[src/rtl/build_artifact_name_filter_assert.svh]
// Assertion macros shared by the name filter modules.
`ifndef BUILD_ARTIFACT_NAME_FILTER_ASSERT_SVH
`define BUILD_ARTIFACT_NAME_FILTER_ASSERT_SVH

// Same-cycle implication, checked outside reset.
`define ABNF_ASSERT_NOW(label, ante, cons, msg) \
    label: assert property (@(posedge clk) disable iff (!rst_n) (ante) |-> (cons)) \
        else $error(msg);

// Next-cycle implication, checked outside reset.
`define ABNF_ASSERT_NEXT(label, ante, cons, msg) \
    label: assert property (@(posedge clk) disable iff (!rst_n) (ante) |=> (cons)) \
        else $error(msg);

`endif

[src/rtl/abnf_pkg.sv]
// Package: pattern tables, flag types and helpers for the name filter.
`default_nettype none

package abnf_pkg;

    // Default sizes.
    localparam int TAIL_LEN_DEF = 6;
    localparam int POS_BITS_DEF = 5;

    // Suffix table.
    localparam int NUM_SFX = 7;
    localparam int SFX_MAX = 6;
    typedef logic [8*SFX_MAX-1:0] sfx_txt_t;
    localparam sfx_txt_t SFX_TXT [NUM_SFX] =
        '{".o", ".obj", ".exe", ".pdb", ".dll", ".so", ".dylib"};
    localparam int unsigned SFX_LEN [NUM_SFX] = '{2, 4, 4, 4, 4, 3, 6};

    // Directory prefix table. The third entry is given as byte codes, first
    // character in the top byte.
    localparam int NUM_DIR = 3;
    localparam int DIR_MAX = 11;
    typedef logic [8*DIR_MAX-1:0] dir_txt_t;
    localparam dir_txt_t DIR_TXT [NUM_DIR] =
        '{"build/", ".vs/", 88'h434D616B6546696C65732F};
    localparam int unsigned DIR_LEN [NUM_DIR] = '{6, 4, 11};

    // Exact name table, given as byte codes with the first character in the
    // top byte of each used part.
    localparam int NUM_WHOLE = 3;
    localparam int WHOLE_MAX = 21;
    typedef logic [8*WHOLE_MAX-1:0] whole_txt_t;
    localparam whole_txt_t WHOLE_TXT [NUM_WHOLE] = '{
        168'h636F6D70696C655F636F6D6D616E64732E6A736F6E,
        168'h434D616B6543616368652E747874,
        168'h2E44535F53746F7265
    };
    localparam int unsigned WHOLE_LEN [NUM_WHOLE] = '{21, 14, 9};

    // Per-name match flags.
    typedef struct packed {
        logic [NUM_DIR-1:0]   prefix_alive;
        logic [NUM_DIR-1:0]   prefix_hit;
        logic [NUM_WHOLE-1:0] exact_alive;
    } flags_t;

    localparam flags_t FLAGS_RESET = '{
        prefix_alive: {NUM_DIR{1'b1}},
        prefix_hit:   {NUM_DIR{1'b0}},
        exact_alive:  {NUM_WHOLE{1'b1}}
    };

    // Character k of a suffix; the first character sits in the top byte.
    function automatic logic [7:0] sfx_char(input int unsigned idx, input int unsigned k);
        logic [7:0] ch;
        ch = 8'h00;
        if (k < SFX_LEN[idx])
        begin
            ch = SFX_TXT[idx][8*(SFX_LEN[idx]-1-k) +: 8];
        end
        return ch;
    endfunction

    // Character k of a directory prefix, zero past its end.
    function automatic logic [7:0] dir_char(input int unsigned idx, input int unsigned k);
        logic [7:0] ch;
        ch = 8'h00;
        if (k < DIR_LEN[idx])
        begin
            ch = DIR_TXT[idx][8*(DIR_LEN[idx]-1-k) +: 8];
        end
        return ch;
    endfunction

    // Character k of an exact name, zero past its end.
    function automatic logic [7:0] whole_char(input int unsigned idx, input int unsigned k);
        logic [7:0] ch;
        ch = 8'h00;
        if (k < WHOLE_LEN[idx])
        begin
            ch = WHOLE_TXT[idx][8*(WHOLE_LEN[idx]-1-k) +: 8];
        end
        return ch;
    endfunction

endpackage

`default_nettype wire

[src/rtl/abnf_match.sv]
// Combinational matcher: compares one byte against all patterns.
`default_nettype none

module abnf_match #(
    parameter int TailLen = abnf_pkg::TAIL_LEN_DEF,
    parameter int PosBits = abnf_pkg::POS_BITS_DEF
) (
    input  abnf_pkg::flags_t            flags,
    input  logic [PosBits-1:0]          pos,
    input  logic [7:0]                  name_byte,
    input  logic [TailLen-1:0][7:0]     window,
    output abnf_pkg::flags_t            flags_next,
    output logic                        hit
);

    logic        sfx_hit;
    logic        exact_hit;
    logic        one_sfx;
    int unsigned p;

    // Update prefix and exact flags, test suffixes on the shifted window.
    always_comb
    begin
        flags_next = flags;
        sfx_hit    = 1'b0;
        exact_hit  = 1'b0;
        one_sfx    = 1'b0;
        p          = 32'(pos);

        for (int i = 0; i < abnf_pkg::NUM_DIR; i++)
        begin
            if (flags.prefix_alive[i])
            begin
                if (p < abnf_pkg::DIR_LEN[i] && name_byte == abnf_pkg::dir_char(i, p))
                begin
                    if (p == abnf_pkg::DIR_LEN[i] - 1)
                    begin
                        flags_next.prefix_hit[i] = 1'b1;
                    end
                end
                else
                begin
                    flags_next.prefix_alive[i] = 1'b0;
                end
            end
        end

        for (int i = 0; i < abnf_pkg::NUM_WHOLE; i++)
        begin
            if (flags.exact_alive[i])
            begin
                if (!(p < abnf_pkg::WHOLE_LEN[i] &&
                      name_byte == abnf_pkg::whole_char(i, p)))
                begin
                    flags_next.exact_alive[i] = 1'b0;
                end
            end
            if (flags_next.exact_alive[i] && p == abnf_pkg::WHOLE_LEN[i] - 1)
            begin
                exact_hit = 1'b1;
            end
        end

        // The newest byte sits at the top index of the window.
        for (int i = 0; i < abnf_pkg::NUM_SFX; i++)
        begin
            one_sfx = 1'b1;
            for (int k = 0; k < int'(abnf_pkg::SFX_LEN[i]); k++)
            begin
                if (window[TailLen - int'(abnf_pkg::SFX_LEN[i]) + k] !=
                    abnf_pkg::sfx_char(i, k))
                begin
                    one_sfx = 1'b0;
                end
            end
            sfx_hit = sfx_hit | one_sfx;
        end
    end

    assign hit = (|flags_next.prefix_hit) | sfx_hit | exact_hit;

endmodule

`default_nettype wire

[src/rtl/abnf_track.sv]
// Per-name state: tail window, saturating position and match flags.
`default_nettype none

module abnf_track #(
    parameter int TailLen = abnf_pkg::TAIL_LEN_DEF,
    parameter int PosBits = abnf_pkg::POS_BITS_DEF
) (
    input  logic       clk,
    input  logic       rst_n,
    input  logic       step,
    input  logic [7:0] name_byte,
    input  logic       last,
    output logic       hit
);

`include "build_artifact_name_filter_assert.svh"

    localparam logic [PosBits-1:0] POS_MAX = {PosBits{1'b1}};

    logic [TailLen-1:0][7:0] window_reg;
    logic [TailLen-1:0][7:0] window_next;
    logic [TailLen-1:0][7:0] win_shift;
    logic [PosBits-1:0]      pos_reg;
    logic [PosBits-1:0]      pos_next;
    abnf_pkg::flags_t        flags_reg;
    abnf_pkg::flags_t        flags_next;
    abnf_pkg::flags_t        flags_upd;

    // Window with the current byte shifted in at the top.
    always_comb
    begin
        win_shift[TailLen-2:0] = window_reg[TailLen-1:1];
        win_shift[TailLen-1]   = name_byte;
    end

    abnf_match #(
        .TailLen (TailLen),
        .PosBits (PosBits)
    ) u_match (
        .flags      (flags_reg),
        .pos        (pos_reg),
        .name_byte  (name_byte),
        .window     (win_shift),
        .flags_next (flags_upd),
        .hit        (hit)
    );

    // Next state: on a step, clear at the end of a name, otherwise advance.
    always_comb
    begin
        window_next = window_reg;
        pos_next    = pos_reg;
        flags_next  = flags_reg;
        if (step)
        begin
            if (last)
            begin
                window_next = '0;
                pos_next    = '0;
                flags_next  = abnf_pkg::FLAGS_RESET;
            end
            else
            begin
                window_next = win_shift;
                flags_next  = flags_upd;
                if (pos_reg != POS_MAX)
                begin
                    pos_next = pos_reg + 1'b1;
                end
            end
        end
    end

    always_ff @(posedge clk or negedge rst_n)
    begin
        if (!rst_n)
        begin
            window_reg <= '0;
            pos_reg    <= '0;
            flags_reg  <= abnf_pkg::FLAGS_RESET;
        end
        else
        begin
            window_reg <= window_next;
            pos_reg    <= pos_next;
            flags_reg  <= flags_next;
        end
    end

    `ABNF_ASSERT_NEXT(a_clear_on_last, step && last,
        pos_reg == '0 && flags_reg == abnf_pkg::FLAGS_RESET,
        "name state not cleared after final word")
    `ABNF_ASSERT_NEXT(a_pos_count, step && !last && pos_reg != POS_MAX,
        pos_reg == $past(pos_reg) + 1'b1,
        "position did not advance")

endmodule

`default_nettype wire

[src/rtl/build_artifact_name_filter.sv]
// Top level of the file-name ignore filter.
//
//  Channel | Direction | Handshake          | Fields
//  --------+-----------+--------------------+------------------------
//  in      | input     | in_valid/in_stall  | name_byte[7:0], last
//  out     | output    | out_valid/out_stall| ignored
//
// One word is taken per cycle while in_stall is low; the final word of a name lands
// in the input register when it is taken, and the result register loads when that
// word leaves the input register, which a stalled output can hold off.
// Reset (rst_n, asynchronous, active low) clears the window, position and
// match flags and empties both registers.
// Only a final word waits on a stalled output; other words pass through the
// matcher even while a result is held, so in_stall rises only when a final
// word meets a full, stalled result register.
`default_nettype none

module build_artifact_name_filter #(
    parameter int TailLen = abnf_pkg::TAIL_LEN_DEF,
    parameter int PosBits = abnf_pkg::POS_BITS_DEF
) (
    input  logic       clk,
    input  logic       rst_n,
    input  logic       in_valid,
    output logic       in_stall,
    input  logic [7:0] name_byte,
    input  logic       last,
    output logic       out_valid,
    input  logic       out_stall,
    output logic       ignored
);

`include "build_artifact_name_filter_assert.svh"

    logic       in_full_reg;
    logic       in_full_next;
    logic [7:0] in_byte_reg;
    logic       in_last_reg;
    logic       out_valid_reg;
    logic       out_valid_next;
    logic       ignored_reg;
    logic       advance;
    logic       in_take;
    logic       hit;

    // A held word moves on unless it is final and the result slot is blocked.
    assign advance  = in_full_reg && (!in_last_reg || !out_valid_reg || !out_stall);
    assign in_stall = in_full_reg && !advance;
    assign in_take  = in_valid && !in_stall;

    assign in_full_next   = in_take || (in_full_reg && !advance);
    assign out_valid_next = (advance && in_last_reg) || (out_valid_reg && out_stall);

    abnf_track #(
        .TailLen (TailLen),
        .PosBits (PosBits)
    ) u_track (
        .clk       (clk),
        .rst_n     (rst_n),
        .step      (advance),
        .name_byte (in_byte_reg),
        .last      (in_last_reg),
        .hit       (hit)
    );

    // Input register.
    always_ff @(posedge clk or negedge rst_n)
    begin
        if (!rst_n)
        begin
            in_full_reg <= 1'b0;
        end
        else
        begin
            in_full_reg <= in_full_next;
        end
    end

    always_ff @(posedge clk)
    begin
        if (in_take)
        begin
            in_byte_reg <= name_byte;
            in_last_reg <= last;
        end
    end

    // Result register.
    always_ff @(posedge clk or negedge rst_n)
    begin
        if (!rst_n)
        begin
            out_valid_reg <= 1'b0;
        end
        else
        begin
            out_valid_reg <= out_valid_next;
        end
    end

    always_ff @(posedge clk)
    begin
        if (advance && in_last_reg)
        begin
            ignored_reg <= hit;
        end
    end

    assign out_valid = out_valid_reg;
    assign ignored   = ignored_reg;

    `ABNF_ASSERT_NOW(a_final_waits, in_full_reg && in_last_reg && out_valid_reg && out_stall,
        in_stall, "final word passed a blocked result register")
    `ABNF_ASSERT_NEXT(a_result_loaded, advance && in_last_reg,
        out_valid_reg && ignored_reg == $past(hit), "result not captured")
    `ABNF_ASSERT_NEXT(a_input_held, in_full_reg && !advance,
        in_full_reg && in_byte_reg == $past(in_byte_reg) && in_last_reg == $past(in_last_reg),
        "held input word changed")

endmodule

`default_nettype wire

[config.mk]
export PLATFORM = sky130hd
export DESIGN_NAME = build_artifact_name_filter
export DESIGN_NICKNAME = d
export VERILOG_FILES = /design/src/rtl/abnf_pkg.sv /design/src/rtl/abnf_match.sv /design/src/rtl/abnf_track.sv /design/src/rtl/build_artifact_name_filter.sv
export VERILOG_INCLUDE_DIRS = /design/src /design/src/rtl
export SDC_FILE = /design/constraint.sdc
export NUM_CORES = 1
export LEC_CHECK = 0
export ABC_CLOCK_PERIOD_IN_PS = 3900
export BUFFER_PORTS_ARGS = -buffer_cell sky130_fd_sc_hd__buf_2
export CAP_MARGIN = 20
export CORE_MARGIN = 2
export CORE_UTILIZATION = 64
export DETAILED_ROUTE_END_ITERATION = 10
export PLACE_DENSITY_LB_ADDON = 0.3
export SLEW_MARGIN = 20
export SYNTH_ARGS = -nofsm -noshare
export SYNTH_HDL_FRONTEND = slang
export SYNTH_HIERARCHICAL = 1
export SYNTH_SLANG_ARGS = --single-unit
export TNS_END_PERCENT = 20
[constraint.sdc]
create_clock -name clk -period 3.9 [get_ports clk]
set_clock_uncertainty 0.1 [all_clocks]
set_input_delay 0.585 -clock clk [delete_from_list [all_inputs] [get_ports clk]]
set_output_delay 0.585 -clock clk [all_outputs]
set_load 0.05 [all_outputs]
### Word-level counts from Yosys, hierarchy flattened

Cells that the tools add are included.

| operators by class | value |
|---|---|
| bitwise operators | 8 |
| equality and inequality tests | 35 |
| shifts and indexed selects | 6 |
| add/subtract/negate cells | 7 |
| reductions and logical operators | 26 |
| magnitude comparators | 6 |
| muxes and demuxes | 64 |

Operators with widths:

| operator | count |
|---|---|
| variable part select 168 x 33 -> 8 bit, first input constant | 3 |
| variable part select 88 x 33 -> 8 bit, first input constant | 3 |
| inequality test 8 x 7 -> 1 bit, second input constant | 18 |
| 2-to-1 mux 8 bit | 12 |
| equality test 8 bit | 6 |
| 2-to-1 mux 1 bit | 48 |
| 2-to-1 mux 48 bit | 1 |
| inequality test 8 x 6 -> 1 bit, second input constant | 4 |
| subtractor 4 x 5 -> 6 bit, first input constant | 3 |
| equality test 5 x 4 -> 1 bit, second input constant | 3 |
| < comparator 5 x 4 -> 1 bit, second input constant | 3 |
| logical AND 1 bit | 14 |
| < comparator 5 x 3 -> 1 bit, second input constant | 2 |
| 2-to-1 mux 5 bit | 2 |
| 2-to-1 mux 9 bit | 1 |
| OR 1 bit | 8 |
| subtractor 2 x 5 -> 6 bit, first input constant | 1 |
| subtractor 3 x 5 -> 6 bit, first input constant | 1 |
| subtractor 5 x 5 -> 6 bit, first input constant | 1 |
| adder 5 x 1 -> 5 bit, second input constant | 1 |
| equality test 5 x 2 -> 1 bit, second input constant | 1 |
| equality test 5 x 3 -> 1 bit, second input constant | 1 |
| equality test 5 bit, second input constant | 1 |
| zero test 1 bit | 5 |
| 6 further kinds | 9 |

| storage, ports and cells | value |
|---|---|
| input bits | 13 |
| register bits | 66 |
| output and inout bits | 3 |
| word-level logic and storage cells | 166 |

### Longest topological paths before layout

Gate-level depths: netlist of run 1.

| depth | value |
|---|---|
| word-level depth | 13 |
| gate-level depth with buffers | 15 |
| mapped depth without buffers | 11 |

### Modules after synthesis

Netlist of run 1, hierarchy kept.

By module, submodules not included:

| module | area each (µm²) | cells each | seq. area each (µm²) | times used |
|---|---|---|---|---|
| abnf_match | 3204.3 | 477 | 0.0 | 1 |
| abnf_track | 2366.0 | 237 | 1358.8 | 1 |
| build_artifact_name_filter | 405.4 | 22 | 350.3 | 1 |

### Worst setup path before layout of run 1

No wires, ideal clock.

| timing | value |
|---|---|
| path type | reg2reg |
| start | register u_track.pos_reg[1] |
| end | register ignored_reg (netlist: ignored) (data pin) |
| path buffers | 4 |
| stages on the path, launching flop included | 15 |
| required time | 3.535 ns |
| setup time | 0.265 ns |
| data arrival time | 3.001 ns |
| slack | 0.535 ns |
| period minus slack after synthesis | 3.365 ns |
| path through | dfrtp_1 buf_2 clkbuf_1 inv_1 ha_1 buf_2 buf_2 nand2_1 mux2i_1 o21ai_0 a31oi_1 nor4b_1 a211o_1 o2111ai_1 nand3b_1 |

| on the way | value |
|---|---|
| cells in the longest elaborated chain, start to end | 13 |
| elaborated cells between the ends (all ways) | 72 |
| classes of those cells | add/sub (6); order compare (6); eq/ne (12); shift (6); mux (30); bitwise (2); reduce/logical (10) |

Ends and longest elaborated chain:

| item | line | source |
|---|---|---|
| start, declared | abnf_track.sv:23 | `logic [PosBits-1:0] pos_reg;` |
| start signal, assigned | abnf_track.sv:85 | `pos_reg <= pos_next;` |
| subtractor 5 x 5 -> 6 bit | abnf_pkg.sv:80 | `ch = WHOLE_TXT[idx][8*(WHOLE_LEN[idx]-1-k) +: 8];` |
| variable part select 168 x 33 -> 8 bit | abnf_pkg.sv:80 |  |
| 2-to-1 mux 8 bit | abnf_pkg.sv:78 | `if (k < WHOLE_LEN[idx])` |
| 2-to-1 mux 8 bit | abnf_match.sv:50 | `if (flags.exact_alive[i])` |
| equality test 8 bit | abnf_match.sv:53 | `name_byte == abnf_pkg::whole_char(i, p)))` |
| logical AND 1 bit | abnf_match.sv:52 | `if (!(p < abnf_pkg::WHOLE_LEN[i] &&` |
| 2-to-1 mux 1 bit | abnf_match.sv:52 |  |
| 2-to-1 mux 1 bit | abnf_match.sv:50 |  |
| logical AND 1 bit | abnf_match.sv:58 | `if (flags_next.exact_alive[i] && p == abnf_pkg::WHOLE_LEN[i] - 1)` |
| 2-to-1 mux 1 bit (3 in series) | abnf_match.sv:58 |  |
| OR 1 bit * | abnf_match.sv:80 | `assign hit = (\|flags_next.prefix_hit) \| sfx_hit \| exact_hit;` |
| net hit | build_artifact_name_filter.sv:44 | `logic hit;` |
| end signal, assigned | build_artifact_name_filter.sv:105 | `ignored_reg <= hit;` |
| end, declared | build_artifact_name_filter.sv:41 | `logic ignored_reg;` |

The timed path passes the listed nets; every way through them passes the cells marked *. The select of a mux whose other input is x is not followed.
A chain may end at the register's enable or synchronous reset.

### Worst setup path after layout of run 1

| timing | value |
|---|---|
| start | register u_track.pos_reg[2] |
| end | register ignored_reg (netlist: ignored) (data pin) |

Same word-level chain as after synthesis.

==> results of run 1 <==
[where the power goes]
group | switching, mW | internal [mW]
clock | 0.277 | 0.314
sequential | 0.0818 | 0.765
combinational | 1.44 | 0.825
[per-layer routing]
layer	track usage (%)	routed length [µm]	vias to the layer above
met3	4.577	1318	72
met1	44.12	6885	2794
met4	17.49	665	0
li1	-	-	2704
met2	55.74	8200	373
met5	0	0	-
[cell usage in the layout (no fill, tap or decap), drive strengths merged, types with 6 or more instances in the layout]
cell type,instances
a2111oi,6
a211oi,13
a21oi,31
a31oi,8
and2,6
and3,9
and4b,8
buf,31
clkbuf,10
dfrtp,50
dfstp,6
edfxtp,10
ha,17
inv,68
mux2i,8
nand2,33
nand2b,17
nand3,22
nand3b,45
nand4,10
nand4b,7
nor2,44
nor2b,14
nor3,24
nor4,12
nor4b,8
o211ai,11
o21ai,80
o22ai,10
o31ai,7
xnor2,9
xor2,6
[cells in the mapped netlist (4+ instances only)]
master and n:
o21ai_0 74, inv_1 66, dfrtp_1 50, nand3b_1 45
nor2_1 43, nand2_1 33, a21oi_1 29, clkbuf_1 24
nor3_1 23, nand3_1 21, buf_2 19, ha_1 17
nand2b_1 17, nor2b_1 14, a211oi_1 11, nor4_1 11
o211ai_1 11, edfxtp_1 10, o22ai_1 10, and3_1 9
nand4_1 9, a31oi_1 8, and4b_1 8, mux2i_1 8
nor4b_1 8, xnor2_1 8, nand4b_1 7, and2_1 6
dfstp_2 6, o21ai_1 6, o31ai_1 6, a2111oi_0 5
a211o_1 5, buf_4 5, nor4bb_1 5, buf_6 4
o31a_1 4, xor2_1 4
[worst paths after layout]
path | to | from | slack, ns | cells past startpoint
max in group asynchronous | u_track/flags_reg[8] | rst_n | 2.79 | 2
min reg2reg | u_track/flags_reg[0] | u_track/flags_reg[0] | 0.39 | 2
max | ignored | u_track/pos_reg[2] | 0.26 | 10
min | u_track/win_shift[11] | rst_n | 0.05 | 1
min in group clk | in_byte_reg[4] | name_byte[4] | 0.31 | 1
max reg2reg | ignored | u_track/pos_reg[2] | 0.26 | 10
[final cells by class]
class                   count  share of cell area (%)
well taps                 111                   2.221
inverters                  68                   4.082
flip-flops and latches     66                   27.34
repair buffers             31                   3.122
clock inverters             6                   1.041
clock buffers              10                   2.201
multi-input cells         548                   60.00
[metrics by stage]
step / setup WS, ns / cells / hold WS [ns]
2_1_floorplan: 0.5348 / 736 / 0.1894
3_3_place_gp: 0.3771 / 824 / 0.3751
3_5_place_dp: 0.3953 / 824 / 0.3803
4_1_cts: 0.3490 / 840 / 0.05733
5_1_grt: 0.1842 / 840 / 0.06750
6_report: 0.2620 / 840 / 0.04978
[logic make-up after synthesis]
| logic type | Yosys count | synth area share (%) |
|---|---|---|
| simple gates | 287 | 29.50 |
| mux | 9 | 1.529 |
| buf+inv | 122 | 8.878 |
| compound gates | 219 | 25.00 |
| xor+xnor | 15 | 2.764 |
| fa+ha+maj | 18 | 3.727 |
| flops | 66 | 28.60 |
==> results.toml, run 1 <==
[run_status]
status = "finished clean"

[synthesis]
synth_area_leaders = "dfrtp_1 21%, o21ai_0 6.2%, nand3b_1 5.7%"
ys_warn_count = 6
ys_seq_area_share_pct = 28.60
synth_top_area_share_pct = 20.94
ys_ff_latch = 66
syn-num-nets = 766
synth-main-ff-cell = "dfrtp_1"
synth_async_sr_flop_share_pct = 84.85
yosysTopAreaCell = "dfrtp_1"
synth_area_um2 = 5976
yosysUniqueCellTypes = 98
synth.avg_cell_area_um2 = 8.119
synth_cells = 736
synth_edf_count = 10

[sta]
tns_ns = 0
slew_headroom_pct = 31.03
setup_viol = 0
fin_crit_sh_pct = 93.28
hold_viol = 0
tightest_slew_ns = 1.034
min_period_ns = 3.638
drv_slew = 0
rsz0062_at_grt = "no"
fmax_ghz = 0.2749

[die]
die_height_um = 100.6
die-area_um2 = 10130
core_um2 = 9153
dieWidth_um = 100.6
io-pin-count = 16
start_util_pct = 65.29
rows = 35

[critical_path]
crit_type = "register to register"
critPathSlowestCell = "xnor2_1"
critPathBufInv = 1
worstPathCellList = "inv_1 > ha_1 > a21oi_4 > xnor2_1 > o21ai_0 > a31o_1 > a2111oi_0 > and4b_1 > o2111ai_1 > nand3b_1"
cp-end-kind = "register"
arrival_ns = 3.74
crit_required_ns = 4.01
crit_family = "compound AO/OA/AOI/OAI gates"
path_max_fanout = 11
cp-start-kind = "register"
cpPeakStageDelay_ns = 0.62

[placed_design]
postPlaceCellArea_um2 = 6050
io_buffers = 15
place_congestion = 0.9650
dp_hpwl_mm = 11.47

[finish]
fin_util_pct = 68.31
drive_above_1_share_pct = 10.84
nets = 754
fillerInstances = 734
ff_latch_area_um2 = 1709
finalInstanceArea_um2 = 6252
area_growth_pct = 4.627
multi_input_area_um2 = 3751
antenna_cells = 0
largest_reg_flops = 40

[cts]
numClockSinks = 66
cts_buffers = 9
post_cts_resized = 0
clockBufferDepth = 2
cts_setup_buffers = 0
cts-root-buf = "clkbuf_8"
tritoncts = "done"
holdBufCountCts = 0
h-tree-depth = 3
clk_pin_slew_ns = 0.08
clock_latency_ns = 0.34

[global_routing]
grt_pass1_vias = 5612
grt_max_degree = 60
grtUsageTotal_pct = 34.06
grt_pass1_wl_mm = 27.73
antenna_found_initial = 0
overflow = 0

[drt]
drt_pass1_iterations = 6
drc_errors = 0
drt-initial-drc-count = 717
ant_nets = 0
via_count = 5943
avgRoutedWirePerCell_um = 20.32
viasPerCell = 7.075
totalWireLength_mm = 17.07

[power]
leakage_nw = 2.449
power_mw = 3.706
ir_worst_vdd_mv = 0.5611
powerDensity_nw_per_um2 = 592.8

[worst_hold_path]
min_path_type = "primary input to asynchronous set/reset pin"

[flow_run]
maxCapViolCount = 0
(Power assumes the default switching activity.)
==> inputs of run 2 (changes only) <==
--- a/config.mk
+++ b/config.mk
@@ -6,7 +6,8 @@
 export SDC_FILE = /design/constraint.sdc
 export NUM_CORES = 1
 export LEC_CHECK = 0
-export ABC_CLOCK_PERIOD_IN_PS = 3900
+export ABC_AREA = 1
+export ABC_CLOCK_PERIOD_IN_PS = 4100
 export BUFFER_PORTS_ARGS = -buffer_cell sky130_fd_sc_hd__buf_2
 export CAP_MARGIN = 20
 export CORE_MARGIN = 2
==> constraint.sdc (replaced) <==
create_clock -name clk -period 4.1 [get_ports clk]
set_clock_uncertainty 0.1 [all_clocks]
set_input_delay 0.615 -clock clk [delete_from_list [all_inputs] [get_ports clk]]
set_output_delay 0.615 -clock clk [all_outputs]
set_load 0.05 [all_outputs]
==> run 2 against run 1 <==
  * First-iteration DRC count up 8.5%
  * Critical endpoint unchanged
  * Via count is 2.6% lower
  * Sequential power is 5.8% lower
  * Core utilization shrank 0.053 points
==> results.toml, run 2 <==
[global_routing]
overflow = 0
grtUsageTotal_pct = 35.98
grt_pass1_wl_mm = 27.13
grt_pass1_vias = 5372
grt_max_degree = 41
antenna_found_initial = 0

[power]
power.internal_mw = 1.402
switching_share_pct = 45.01
p_sw_mw = 1.148
p_seq_share_pct = 31.2
powerDensity_nw_per_um2 = 434.6
clkPwrFrac_pct = 24.5
pwr-share-comb_pct = 44.2
ir_worst_vdd_mv = 0.3320
power_mw = 2.549
leakage_nw = 2.958

[synthesis]
syn-num-nets = 886
synth_top_area_share_pct = 22.42
synth_area_leaders = "dfrtp_1 22%, nand2_1 18%, nand3_1 8.0%"
yosysTopAreaCell = "dfrtp_1"
synth_area_um2 = 5580
synth_async_sr_flop_share_pct = 84.85
synth.avg_cell_area_um2 = 6.519
synth_cells = 856
ys_warn_count = 6
synth_edf_count = 10
ys_seq_area_share_pct = 30.63
yosysUniqueCellTypes = 42
ys_ff_latch = 66
yosysMostFrequentCell = "nand2_1"
ys_top_cells_by_count = "266 x nand2_1, 100 x inv_1, 89 x nand3_1, 83 x nor2_1, 50 x dfrtp_1"
synth-main-ff-cell = "dfrtp_1"

[cts]
numClockSinks = 66
clock_latency_ns = 0.36
cts_buffers = 9
clk_pin_slew_ns = 0.09
cts_setup_buffers = 0
h-tree-depth = 3
cts-root-buf = "clkbuf_8"
tritoncts = "done"
holdBufCountCts = 0
clockBufferDepth = 2
post_cts_resized = 0

[sta]
slew_headroom_pct = 48.94
rsz0062_at_grt = "no"
tns_ns = 0
drv_slew = 0
fin_crit_sh_pct = 83.73
setup_viol = 0
fmax_ghz = 0.2913
min_period_ns = 3.433
whs_ns = 0.1308
hold_viol = 0
tightest_slew_ns = 0.7659

[placed_design]
place_congestion = 1.071
dp_cells = 957
io_buffers = 15
postPlaceCellArea_um2 = 5647
dp_hpwl_mm = 11.89

[critical_path]
r2r_slack_ns = 0.67
cp-end-kind = "register"
path_max_fanout = 17
crit_family = "simple AND/OR/NAND/NOR gates"
worstPathCellList = "bufinv_8 > ha_1 > ha_1 > nor3_1 > nand3_1 > nand2_1 > nand2_1 > nand3b_1 > nand2_1 > a21oi_1 > nand4_1 > nor2_1 > nand3_1"
cpPeakStageDelay_ns = 0.83
cpMostUsedCell = "nand2_1"
cp-start-kind = "register"
crit_type = "register to register"
critPathSlowestCell = "dfrtp_1"
critPathBufInv = 1
crit_required_ns = 4.12
arrival_ns = 3.45

[drt]
via_count = 5791
ant_nets = 0
totalWireLength_mm = 16.66
drt_pass1_iterations = 6
viasPerCell = 5.952
drt-initial-drc-count = 778
drc_errors = 0
avgRoutedWirePerCell_um = 17.12

[die]
start_util_pct = 64.94
io-pin-count = 16
die_height_um = 97.38
rows = 34
core_um2 = 8593
die-area_um2 = 9482
dieWidth_um = 97.38

[finish]
area_growth_pct = 5.112
finalInstanceArea_um2 = 5866
antenna_cells = 0
largest_reg_flops = 40
stdcell_count = 973
final_common_cell = "nand2_1"
layout_common_cells = "266 x nand2_1, 100 x inv_1, 89 x nand3_1, 83 x nor2_1, 50 x dfrtp_1"
drive_above_1_share_pct = 13.87
nets = 890
fillerInstances = 754

[run_status]
status = "finished clean"

[flow_run]
maxCapViolCount = 0

[worst_hold_path]
min_path_type = "primary input to asynchronous set/reset pin"
==> run 2: cell types whose count changed in the layout (fill, tap and decap cells not counted), sizes merged, moves of 15 or more <==
cell,change
inv,+56
nor3,-15
nand2,+261
nor2,+54
nand3,+70
o21ai,-39
nand3b,-42
nand2b,-17
==> run 2: worst paths after layout <==
check / start / end / depth (start not counted)
max reg2reg: u_track/pos_reg[3] / ignored / 13
min in group clk: name_byte[4] / in_byte_reg[4] / 1
max in group asynchronous: rst_n / u_track/flags_reg[8] / 2
min reg2reg: u_track/win_shift[5] / u_track/win_shift[5] / 2
min: rst_n / u_track/pos_reg[2] / 1
max: u_track/pos_reg[3] / ignored / 13
==> run 2: area by class of cell <==
type	count	area [µm²]	area share, %
clock buffers	10	148.9	2.538
clock inverters	6	70.07	1.195
inverters	122	486.7	8.298
multi-input cells	642	3211	54.74
flip-flops and latches	66	1709	29.14
well taps	108	135.1	2.304
repair buffers	19	105.1	1.792
==> run 2: kinds of logic (layout without fill, tap and decap cells) <==
group / after synthesis / after routing / share of synthesized area (%)
simple gates: 528 / 528 / 42.74
buf+inv: 148 / 157 / 11.84
compound gates: 96 / 96 / 10.83
flops: 66 / 66 / 30.63
fa+ha+maj: 17 / 17 / 3.812
xor+xnor: 1 / 1 / 0.1570
==> run 2: per-layer routing <==
layer	GRT usage (%)	vias to the layer above	wire length [µm]
met4	11.00	0	393
met1	52.01	2623	7082
met3	8.849	51	1899
li1	-	2775	-
met5	0	-	0
met2	53.63	342	7280
==> run 2: metrics by stage <==
step	worst slack (ns)	utilization (%)
after floorplan	1.583	-
after global placement	0.8625	65.71
after detailed placement	0.8516	65.71
after CTS	0.8435	68.26
after global routing	0.5575	68.26
final	0.6672	68.26
==> run 2: power groups by stage <==
| stage | Clock (mW) | Combinational [mW] | Sequential [mW] |
|---|---|---|---|
| 4_1_cts | 0.632 | 1.09 | 0.794 |
| 6_report | 0.625 | 1.13 | 0.797 |
| 3_3_place_gp | 0 | 1.08 | 0.803 |
| 2_1_floorplan | 0 | 0.889 | 0.779 |
| 5_1_grt | 0.661 | 1.26 | 0.803 |
| 3_5_place_dp | 0 | 1.09 | 0.807 |
==> inputs of run 3 (changes only) <==
--- a/config.mk
+++ b/config.mk
@@ -6,12 +6,12 @@
 export SDC_FILE = /design/constraint.sdc
 export NUM_CORES = 1
 export LEC_CHECK = 0
-export ABC_AREA = 1
-export ABC_CLOCK_PERIOD_IN_PS = 4100
+export ABC_AREA = 0
+export ABC_CLOCK_PERIOD_IN_PS = 2970
 export BUFFER_PORTS_ARGS = -buffer_cell sky130_fd_sc_hd__buf_2
 export CAP_MARGIN = 20
 export CORE_MARGIN = 2
-export CORE_UTILIZATION = 64
+export CORE_UTILIZATION = 58
 export DETAILED_ROUTE_END_ITERATION = 10
 export PLACE_DENSITY_LB_ADDON = 0.3
 export SLEW_MARGIN = 20
==> constraint.sdc (replaced) <==
create_clock -name clk -period 2.97 [get_ports clk]
set_clock_uncertainty 0.1 [all_clocks]
set_input_delay 0.4455 -clock clk [delete_from_list [all_inputs] [get_ports clk]]
set_output_delay 0.4455 -clock clk [all_outputs]
set_load 0.05 [all_outputs]
==> run 3 against run 2 <==
  * Fmax up 12%
  * Highest routed layer unchanged
  * Wire length up 14%
  * Cell count is 4.3% lower
  * Largest cell class unchanged
  * Clock power increased by 29%
  * Non-clock buffer count rose by 78
  * First-iteration DRC count shrank 2.2%
  * The run now ends with negative setup slack left
  * Die area grew 17%
  * Power is 130% higher
  * Global-route usage down 2.8 points
  * Clock-buffer cell count increased by 1
==> results.toml, run 3 (same netlist as run 1, synthesis figures left out) <==
[critical_path]
critPathSlowestCell = "a2111oi_1"
path_max_fanout = 12
worstRegToRegCells = 10
r2r_start = "u_track/pos_reg[1]"
worstPathCellList = "buf_4 > ha_1 > a211o_1 > o21a_2 > a2111oi_1 > a31o_1 > a2111oi_2 > and4b_1 > o2111ai_2 > nand3b_1"
cp-start-kind = "register"
arrival_ns = 3.07
cpPeakStageDelay_ns = 0.46
r2r_slack_ns = -0.09
crit_type = "register to register"
crit_required_ns = 2.98
r2r_end = "ignored"
cp-end-kind = "register"

[cts]
clk_pin_slew_ns = 0.07
tritoncts = "done"
cts-root-buf = "clkbuf_8"
cts_buffers = 9
numClockSinks = 66
clockBufferDepth = 2
h-tree-depth = 3
clock_latency_ns = 0.36

[run_status]
status = "finished with violations"
violations = "negative setup slack"

[die]
die-area_um2 = 11130
rows = 37
start_util_pct = 58.67
die_height_um = 105.5
dieWidth_um = 105.5
io-pin-count = 16
core_um2 = 10180

[power]
power.internal_mw = 3.178
pwr-share-comb_pct = 67.5
ir_worst_vdd_mv = 0.4838
p_sw_mw = 2.740
clkPwrFrac_pct = 13.6
p_seq_share_pct = 18.9
switching_share_pct = 46.30
powerDensity_nw_per_um2 = 826.7
leakage_nw = 2.843

[drt]
totalWireLength_mm = 19.03
via_count = 6305
viasPerCell = 6.772
drt_pass1_iterations = 7
ant_nets = 0
avgRoutedWirePerCell_um = 20.44
drt-initial-drc-count = 761
drc_errors = 0

[finish]
nets = 820
drive_above_1_share_pct = 24.15
antenna_cells = 0
final_common_cell = "buf_4"
area_growth_pct = 19.79
layout_common_cells = "72 x buf_4, 70 x o21ai_0, 62 x inv_1, 47 x dfrtp_1, 45 x nand3b_1"
fin_util_pct = 70.28
largest_reg_flops = 40

[global_routing]
antenna_found_initial = 0
grt_max_degree = 54
grtUsageTotal_pct = 33.16
grt_pass1_wl_mm = 29.55
overflow = 0
grt_pass1_vias = 5911

[placed_design]
place_congestion = 1.037
dp_hpwl_mm = 12.48
io_buffers = 15

[flow_run]
maxCapViolCount = 0

[sta]
whs_ns = 0.006241
slew_headroom_pct = 56.76
min_period_ns = 3.064
drv_slew = 0
fmax_ghz = 0.3263
setup_viol = 2
hold_viol = 0
rsz0062_at_grt = "yes"
fin_crit_sh_pct = 103.2
worst_slack_ns = -0.09439
tightest_slew_ns = 0.6487

[worst_hold_path]
min_path_type = "primary input to asynchronous set/reset pin"
==> run 3: worst max-delay path, delay by kind of cell, from the launching register on <==
family,cells,cell delay [ns]
buffers and inverters,1,0.20
DFF,1,0.44
adders and majority gates,1,0.33
and+or+nand+nor,2,0.35
AOI/OAI and AO/OA,6,1.41
==> run 3: timing repair <==
item	in CTS	in global routing
buffers inserted	4	13
pin swaps	3	15
gates resized for setup	4	50
gates cloned	0	1
hold buffers	0	0
endpoints found under the setup margin	2	4
==> run 3: metal layers <==
| layer | global-route usage, % | wire, µm |
|---|---|---|
| met1 | 45.30 | 7582 |
| met2 | 50.23 | 8545 |
| met3 | 7.112 | 1992 |
| met4 | 15.70 | 905 |
| met5 | 0 | 0 |
==> run 3: cell type report <==
cell class,instances,area (µm²)
repair buffers,97,794.5
flip-flops and latches,66,1713
well taps,136,170.2
multi-input cells,548,4006
clock buffers,11,151.4
fillers,800,3027
clock inverters,5,60.06
inverters,68,262.8
==> run 3: metrics by stage <==
stage                       TNS, ns  worst slack, ns  total power [mW]  cells  instance area [µm²]
after floorplan                   0          0.01106             3.500    736                 6051
after global placement     -0.01581         -0.01581             4.371    897                 6574
after detailed placement   -0.01724         -0.01724             4.462    897                 6574
after CTS                 -0.008883        -0.008883             5.364    917                 6827
after global routing        -0.6701          -0.2268             6.233    931                 7158
final                       -0.1537         -0.09439             5.918    931                 7158
==> run 3: power groups by stage <==
stage | logic, mW | clock network, mW | registers, mW
after floorplan | 2.37 | 0 | 1.13
after global placement | 3.25 | 0 | 1.12
after detailed placement | 3.34 | 0 | 1.13
after CTS | 3.43 | 0.824 | 1.11
after global routing | 4.26 | 0.850 | 1.13
final | 3.99 | 0.806 | 1.12
==> run 3: how the worst max path moves through the flow <==
| stage | start | to | slack, ns | depth (start not counted) |
|---|---|---|---|---|
| global placement | u_track/pos_reg[2] | ignored | -0.02 | 10 |
| global route | u_track/pos_reg[1] | ignored | -0.23 | 10 |
| detailed placement | u_track/pos_reg[2] | u_track/flags_reg[0] | -0.02 | 11 |
| floorplan | u_track/pos_reg[0] | ignored | 0.01 | 14 |
| finish | u_track/pos_reg[1] | ignored | -0.09 | 10 |
| CTS | u_track/pos_reg[1] | ignored | -0.009 | 10 |
